### src/hdl/cwa_pkg.sv
// Shared constants and controller state codes for the centered window average.
package cwa_pkg;

  localparam int FIELD_W = 32;          // sample and average field width
  localparam int CFG_W   = 6;           // radius register width
  localparam int CNT_W   = 8;           // saturating sample count
  localparam logic [CNT_W-1:0] CNT_MAX = '1;

  typedef enum logic [6:0] {
    ST_IDLE  = 7'b0000001,
    ST_SUB   = 7'b0000010,
    ST_ADD   = 7'b0000100,
    ST_DIV   = 7'b0001000,
    ST_EMIT  = 7'b0010000,
    ST_FLUSH = 7'b0100000,
    ST_DONE  = 7'b1000000
  } state_t;

endpackage

### src/hdl/cwa_delay_line.sv
// Circular sample store: one write port, one registered read port.
module cwa_delay_line #(
  parameter int ADDR_W = 7,
  parameter int DATA_W = 32
) (
  input  logic              clk,
  input  logic              wr_en,
  input  logic [ADDR_W-1:0] wr_addr,
  input  logic [DATA_W-1:0] wr_data,
  input  logic              rd_en,
  input  logic [ADDR_W-1:0] rd_addr,
  output logic [DATA_W-1:0] rd_data
);

  logic [DATA_W-1:0] mem [1 << ADDR_W];

  always_ff @(posedge clk) begin
    if (wr_en) begin
      mem[wr_addr] <= wr_data;
    end
  end

  always_ff @(posedge clk) begin
    if (rd_en) begin
      rd_data <= mem[rd_addr];
    end
  end

endmodule

### src/hdl/cwa_divider.sv
// Bit-serial signed divider: one quotient bit per cycle, truncates toward zero.
module cwa_divider #(
  parameter int SUM_W = 39,
  parameter int DIV_W = 7
) (
  input  logic                    clk,
  input  logic                    rst,
  input  logic                    start,
  input  logic signed [SUM_W-1:0] dividend,
  input  logic [DIV_W-1:0]        divisor,
  output logic                    done,
  output logic signed [SUM_W-1:0] quotient
);

  localparam int CNT_W = $clog2(SUM_W + 1);

  logic [SUM_W-1:0] mag;      // dividend bits shift out, quotient bits shift in
  logic [DIV_W-1:0] rem;
  logic [DIV_W-1:0] dvs;
  logic [CNT_W-1:0] cnt;
  logic             neg;
  logic             busy;
  logic [DIV_W:0]   trial;
  logic             fits;

  assign trial = {rem, mag[SUM_W-1]};
  assign fits  = trial >= {1'b0, dvs};

  always_ff @(posedge clk) begin
    if (rst) begin
      busy <= 1'b0;
      done <= 1'b0;
      cnt  <= '0;
    end else begin
      if (start) begin
        busy <= 1'b1;
        cnt  <= CNT_W'(SUM_W);
      end else if (busy) begin
        cnt <= cnt - 1'b1;
        if (cnt == CNT_W'(1)) begin
          busy <= 1'b0;
        end
      end
      done <= !start && busy && (cnt == CNT_W'(1));
    end
  end

  always_ff @(posedge clk) begin
    if (start) begin
      neg <= dividend[SUM_W-1];
      mag <= dividend[SUM_W-1] ? SUM_W'(-dividend) : SUM_W'(dividend);
      rem <= '0;
      dvs <= divisor;
    end else if (busy) begin
      if (fits) begin
        rem <= DIV_W'(trial - {1'b0, dvs});
      end else begin
        rem <= trial[DIV_W-1:0];
      end
      mag <= {mag[SUM_W-2:0], fits};
    end
  end

  assign quotient = neg ? -$signed(mag) : $signed(mag);

endmodule

### src/hdl/centered_window_average.sv
// Centered window average: top level with window sum, control and output register.
//
// Streams signed samples of one sequence and returns one result per position,
// delayed by the radius k: the sum of the 2k+1 samples centered there divided by
// 2k+1, truncated toward zero, or -1 where the window runs past either end. On
// tlast the remaining min(n,k) positions come out as -1, the final one with tlast.
// One item is worked at a time. With SUM_W = SAMPLE_WIDTH + $clog2(RADIUS_MAX+1) + 1
// (39 at the defaults), a request whose position has a full window goes through one
// memory read, the sum update in two adds, a step to load the serial divider, which
// then resolves one quotient bit per cycle, then the results one by one and a
// wrap-up state. A request whose results are all -1 skips the divider; a request
// with no result returns to idle after the sum update. A stalled output adds its
// stall. The output register lets a new request enter while the last result still
// waits downstream. Writing radius (saturated to RADIUS_MAX) is taken only between
// requests and aborts any sequence in progress; a pending radius write holds off
// new requests. The delay line needs no clearing after reset.
module centered_window_average #(
  parameter int RADIUS_MAX   = 63,
  parameter int SAMPLE_WIDTH = 32
) (
  input  logic                        clk,
  input  logic                        rst,
  input  logic                        s_axis_tvalid,
  output logic                        s_axis_tready,
  input  logic [cwa_pkg::FIELD_W-1:0] s_axis_tdata,   // [31:0] sample
  input  logic                        s_axis_tlast,   // last
  output logic                        m_axis_tvalid,
  input  logic                        m_axis_tready,
  output logic [cwa_pkg::FIELD_W-1:0] m_axis_tdata,   // [31:0] average
  output logic                        m_axis_tlast,   // last_res
  input  logic                        cfg_valid,
  output logic                        cfg_ready,
  input  logic [cwa_pkg::CFG_W-1:0]   cfg_radius
);

  import cwa_pkg::*;

  localparam int K_W    = $clog2(RADIUS_MAX + 1);
  localparam int WIN_W  = K_W + 1;
  localparam int SUM_W  = SAMPLE_WIDTH + WIN_W;
  localparam int ADDR_W = $clog2(2 * RADIUS_MAX + 2);

  state_t state;

  logic [K_W-1:0]          radius;
  logic [WIN_W-1:0]        win;
  logic signed [SUM_W-1:0] sum;
  logic signed [SUM_W-1:0] samp;      // current sample, sign-extended
  logic [CNT_W-1:0]        seen;
  logic                    fin;       // current request ends the sequence
  logic                    old_full;  // a sample leaves the window this request
  logic [K_W-1:0]          flush_cnt;
  logic [ADDR_W-1:0]       wp;
  logic signed [SUM_W-1:0] res;

  logic                    in_acc;
  logic                    out_free;
  logic                    emit_now;
  logic [SAMPLE_WIDTH-1:0] rd_data;
  logic signed [SUM_W-1:0] rd_ext;
  logic signed [SUM_W-1:0] in_ext;
  logic                    div_start;
  logic                    div_done;
  logic signed [SUM_W-1:0] quotient;
  logic [K_W-1:0]          flush_len;
  logic                    main_res;
  logic                    full_win;

  assign win       = {radius, 1'b1};
  assign in_acc    = s_axis_tvalid && s_axis_tready;
  assign out_free  = !m_axis_tvalid || m_axis_tready;
  assign emit_now  = out_free && (state == ST_EMIT || state == ST_FLUSH);
  assign s_axis_tready = (state == ST_IDLE) && !cfg_valid;
  assign cfg_ready = (state == ST_IDLE);

  assign in_ext = SUM_W'($signed(s_axis_tdata[SAMPLE_WIDTH-1:0]));
  assign rd_ext = SUM_W'($signed(rd_data));

  // seen already counts the current sample from ST_SUB on
  assign main_res  = seen >= CNT_W'(radius) + CNT_W'(1);
  assign full_win  = seen >= CNT_W'(win);
  assign flush_len = !fin ? '0 : (seen < CNT_W'(radius)) ? K_W'(seen) : radius;

  cwa_delay_line #(
    .ADDR_W(ADDR_W),
    .DATA_W(SAMPLE_WIDTH)
  ) u_line (
    .clk    (clk),
    .wr_en  (in_acc),
    .wr_addr(wp),
    .wr_data(s_axis_tdata[SAMPLE_WIDTH-1:0]),
    .rd_en  (in_acc),
    .rd_addr(wp - ADDR_W'(win)),          // sample 2k+1 requests ago
    .rd_data(rd_data)
  );

  // Divider starts on the first ST_DIV cycle, once the sum holds the new sample
  always_ff @(posedge clk) begin
    if (rst) begin
      div_start <= 1'b0;
    end else begin
      div_start <= (state == ST_ADD) && main_res && full_win;
    end
  end

  cwa_divider #(
    .SUM_W(SUM_W),
    .DIV_W(WIN_W)
  ) u_div (
    .clk     (clk),
    .rst     (rst),
    .start   (div_start),
    .dividend(sum),
    .divisor (win),
    .done    (div_done),
    .quotient(quotient)
  );

  // Control and window state
  always_ff @(posedge clk) begin
    if (rst) begin
      state         <= ST_IDLE;
      radius        <= '0;
      sum           <= '0;
      seen          <= '0;
      wp            <= '0;
      flush_cnt     <= '0;
      fin           <= 1'b0;
      old_full      <= 1'b0;
      m_axis_tvalid <= 1'b0;
    end else begin
      if (emit_now) begin
        m_axis_tvalid <= 1'b1;
      end else if (m_axis_tready) begin
        m_axis_tvalid <= 1'b0;
      end
      unique case (state)
        ST_IDLE: begin
          if (in_acc) begin
            samp     <= in_ext;
            fin      <= s_axis_tlast;
            old_full <= seen >= CNT_W'(win);
            seen     <= (seen == CNT_MAX) ? seen : seen + 1'b1;
            wp       <= wp + 1'b1;
            state    <= ST_SUB;
          end
        end
        ST_SUB: begin
          if (old_full) begin
            sum <= sum - rd_ext;
          end
          state <= ST_ADD;
        end
        ST_ADD: begin
          sum       <= sum + samp;
          flush_cnt <= flush_len;
          res       <= '1;
          if (main_res) begin
            state <= full_win ? ST_DIV : ST_EMIT;
          end else if (fin) begin
            state <= ST_FLUSH;
          end else begin
            state <= ST_IDLE;
          end
        end
        ST_DIV: begin
          if (div_done) begin
            res   <= quotient;
            state <= ST_EMIT;
          end
        end
        ST_EMIT: begin
          if (out_free) begin
            m_axis_tdata  <= FIELD_W'(res);
            m_axis_tlast  <= fin && (flush_cnt == '0);
            state         <= (flush_cnt == '0) ? ST_DONE : ST_FLUSH;
          end
        end
        ST_FLUSH: begin
          if (out_free) begin
            m_axis_tdata  <= '1;
            m_axis_tlast  <= (flush_cnt == K_W'(1));
            flush_cnt     <= flush_cnt - 1'b1;
            if (flush_cnt == K_W'(1)) begin
              state <= ST_DONE;
            end
          end
        end
        ST_DONE: begin
          // end of sequence starts a fresh window
          if (fin) begin
            sum  <= '0;
            seen <= '0;
          end
          state <= ST_IDLE;
        end
        default: state <= ST_IDLE;
      endcase
      // only in ST_IDLE, where no request is taken in the same cycle
      if (cfg_valid && cfg_ready) begin
        radius <= ({{(32 - CFG_W){1'b0}}, cfg_radius} > 32'(RADIUS_MAX)) ?
                  K_W'(RADIUS_MAX) : K_W'(cfg_radius);
        sum    <= '0;
        seen   <= '0;
      end
    end
  end

`ifndef SYNTHESIS
  a_div_in_div: assert property (@(posedge clk) disable iff (rst)
    div_done |-> state == ST_DIV)
    else $error("divider finished outside the divide state");

  a_flush_len: assert property (@(posedge clk) disable iff (rst)
    state == ST_FLUSH |-> flush_cnt != '0 && flush_cnt <= radius)
    else $error("flush count out of range");

  a_seen_nonzero: assert property (@(posedge clk) disable iff (rst)
    state == ST_SUB |-> seen != '0)
    else $error("sample count not advanced on request");

  a_accept_idle: assert property (@(posedge clk) disable iff (rst)
    in_acc |=> state == ST_SUB)
    else $error("accepted request did not start the sum update");
`endif

endmodule

### config.mk
export PLATFORM = sky130hd
export DESIGN_NAME = centered_window_average
export DESIGN_NICKNAME = d
export VERILOG_FILES = /design/src/hdl/cwa_pkg.sv /design/src/hdl/cwa_delay_line.sv /design/src/hdl/cwa_divider.sv /design/src/hdl/centered_window_average.sv
export SDC_FILE = /design/constraint.sdc
export NUM_CORES = 2
export LEC_CHECK = 0
export BUFFER_PORTS_ARGS = -buffer_cell sky130_fd_sc_hd__buf_2
export CAP_MARGIN = 20
export CORE_MARGIN = 2
export CORE_UTILIZATION = 60
export CTS_BUF_LIST = sky130_fd_sc_hd__clkbuf_8
export DETAILED_ROUTE_END_ITERATION = 8
export GPL_ROUTABILITY_DRIVEN = 0
export PLACE_DENSITY = 0.78
export SLEW_MARGIN = 20
export SYNTH_ARGS = -nofsm -noshare
export SYNTH_HDL_FRONTEND = slang
export SYNTH_HIERARCHICAL = 1
export SYNTH_SLANG_ARGS = --single-unit
export TNS_END_PERCENT = 20
### constraint.sdc
create_clock -name clk -period 9.3 [get_ports clk]
set_input_delay 1.395 -clock clk [delete_from_list [all_inputs] [get_ports clk]]
set_output_delay 1.395 -clock clk [all_outputs]
set_load 0.01 [all_outputs]
==> summary.md <==
| Metric | Value |
|---|---|
| Status | `finished clean` |
| Hold-critical path depth | `3` |
| Wire per inst | `34.48 µm` |
| WS Path Type | `register to register` |
| Post-Synthesis Cells | `about 7500` |
| Final Setup Violations | `0` |
| Crit path DAT | `6320 ps` |
| # placed instances | `11210` |
| WL final | `427500 µm` |
| CP startpoint kind | `register` |
| Clk slew on worst S/H paths | `60 ps` |
| Final worst-path cycle share | `58.13%` |
| Total track usage | `29.75%` |
| Drt drc | `0` |
| Syn nets | `7637` |
| RR Endpoint | `u_line/rd_data[30]` |
| RSZ-0062 raised after global routing | `no` |
| Die Y-Extent | `about 540 µm` |
| CTS tree | `built` |
| Root Buffer | `clkbuf_8` |
| CP dominant cell by count | `mux4_2` |
| Worst Skew | `around 55 ps` |
| Critical Path RT | `~10000 ps` |
| Crit path time final | `about 5400 ps` |
| First-pass GRT wire length | `slightly above 600000 µm` |
| Fin. Hold Viols | `0` |
| Commonest non-fill, non-tap cell in the layout | `edfxtp_1` |
| Fmax | `185.0 MHz` |
| CP cell instances | `fa_4 -> xor2_4 -> buf_4 -> buf_12 -> mux4_2 -> mux4_2 -> mux4_2 -> mux2_2` |
| Final non-filler cell total | `12400` |
| Die Wd | `~540 µm` |
| Most frequent cells in the layout | `edfxtp_1 (4272), mux4_2 (1344), clkbuf_8 (667), inv_1 (268), buf_4 (214)` |
| RR Startpoint | `wp[1]` |
| Maximum VDD drop | `between 150 and 200 µV` |
| Longest Clk Path Bufs | `4` |
| Largest net degree at the start of global routing | `162` |
| Number of setup buffers added after CTS | `0` |
| CTS Hold Bufs | `0` |
| WHS Endpoint | `radius[3]` |
| CTS sink cnt | `approximately 4400` |
| Cell Pwr Density | `about 220 nW/µm²` |
| Initial antenna violation count | `50` |
| Actual slew at the worst max-slew pin | `roughly 1300 ps` |
| Syn Std Cell Area | `171100 µm²` |
| Drt via density | `about 7` |
| Slowest stage delay, CP | `between 800 and 900 ps` |
| Final TNS setup | `0 ps` |
| Critical path's slowest cell | `dfxtp_1` |
| Initial Utilization | `about 60%` |
| Setup slack, reg-to-reg | `roughly 3900 ps` |
| Iteration-0 DRC Markers | `12910` |
| Worst hold path class | `primary input to register` |
| DP Wirelength | `243600 µm` |
| TritonCTS Buffers | `653` |
| Number of global-route vias before repair | `about 85000` |
| Layout cells sized above 1 | `31.53%` |
| I/O Buffers | `slightly below 80` |
| Max Transition Viols Final | `0` |
| First-pass iteration count of the detailed router | `5` |
| Max FO, Critical Path | `147` |
| Reg2Reg Depth | `8` |
| Total number of vias | `roughly 84000` |
| Boundary Pins | `80` |
| Routed Antenna Nets | `0` |
| P&R area growth vs syn | `11.23%` |
| Rel. slew slack | `between 10 and 15%` |
| Die area | `just under 300000 µm²` |
| Clock latency on the worst-skew pair | `1210 ps` |
| Nets | `8231` |
| Cts repair resizes | `0` |
| H-tree levels | `6` |
| Max-cap viol count | `0` |
| Hold_sp | `cfg_radius[3]` |
| Row cnt | `slightly below 200` |
| Crit end category | `register` |
| Avg Cell Area, Syn | `22.78 µm²` |
| Final global-route overflow total | `0` |
| Ys Warns | `6` |
| Core Region | `between 200000 and 300000 µm²` |
| Pleak | `a little over 0.06 µW` |
per-stage QoR:
| step | power (µW) | hold WS [ps] | utilization (%) | worst slack [ps] | cell area, µm² |
|---|---|---|---|---|---|
| 2_1_floorplan | 25160 | 446.4 | - | 3566 | 171100 |
| 3_3_place_gp | 27140 | 485.8 | 62.41 | 4033 | 177500 |
| 3_5_place_dp | 27250 | 489.8 | 62.65 | 3948 | 178200 |
| 4_1_cts | 41470 | 395.8 | 66.85 | 3959 | 190200 |
| 5_1_grt | 42480 | 475.2 | 66.88 | 3820 | 190300 |
| 6_report | 41390 | 482.1 | 66.90 | 3894 | 190300 |
flip-flops by register name, indices dropped and copies added (netlist names), 6 cells and up:
| register | count |
|---|---|
| u_div/cnt | 6 |
| radius | 6 |
| u_div/dvs | 7 |
| u_div/rem | 7 |
| res | 32 |
| u_div/mag | 39 |
| u_line/mem | 4096 |
| m_axis_tdata | 32 |
| seen | 8 |
| state | 7 |
| sum | 39 |
| wp | 7 |
| u_line/rd_data | 32 |
| samp | 32 |
| flush_cnt | 6 |
report_power, final:
group / internal (µW) / leakage [µW] / total, µW / switching [µW]
combinational: 2180 / 0.0153 / 5220 / 3050
clock: 7130 / 0.00691 / 14400 / 7310
sequential: 21700 / 0.0391 / 21700 / 68.8
total: 31000 / 0.0613 / 41400 / 10400
per-layer routing:
metal / share of wire [%] / track usage, % / wire (µm) / vias up
li1: - / - / - / 33290
met1: 35 / 41.06 / 148600 / 43930
met2: 48 / 46.56 / 204400 / 6197
met3: 14 / 8.113 / 58120 / 849
met4: 3.8 / 10.43 / 16060 / 26
met5: 0.084 / 0 / 361 / -
cell type report:
| cell class | count | area (µm²) |
|---|---|---|
| flip-flops and latches | 4364 | 130100 |
| fillers | 16580 | 94160 |
| multi-input cells | 2724 | 40280 |
| clock buffers | 667 | 9180 |
| well taps | 3762 | 4707 |
| repair buffers | 314 | 3008 |
| clock inverters | 499 | 2773 |
| inverters | 47 | 183.9 |
| diodes | 21 | 52.55 |
worst max-delay path by stage:
stage | start | endpoint | cells past startpoint
2_1_floorplan | cfg_valid | u_line/mem[98][0] | 7
3_3_place_gp | radius[0] | u_line/rd_data[2] | 7
3_5_place_dp | radius[0] | u_line/rd_data[2] | 7
4_1_cts | radius[0] | u_line/rd_data[2] | 7
5_1_grt | radius[0] | u_line/rd_data[2] | 7
6_report | wp[1] | u_line/rd_data[30] | 8
critical path, delay by kind of cell (launching register included):
family | cells | cell delay (ps)
xor+xnor | 1 | 240
mux | 4 | 2100
flops | 1 | 840
fa+ha+maj | 1 | 500
buf+inv | 2 | 990
Note: power is estimated with default switching activity, not from simulation.
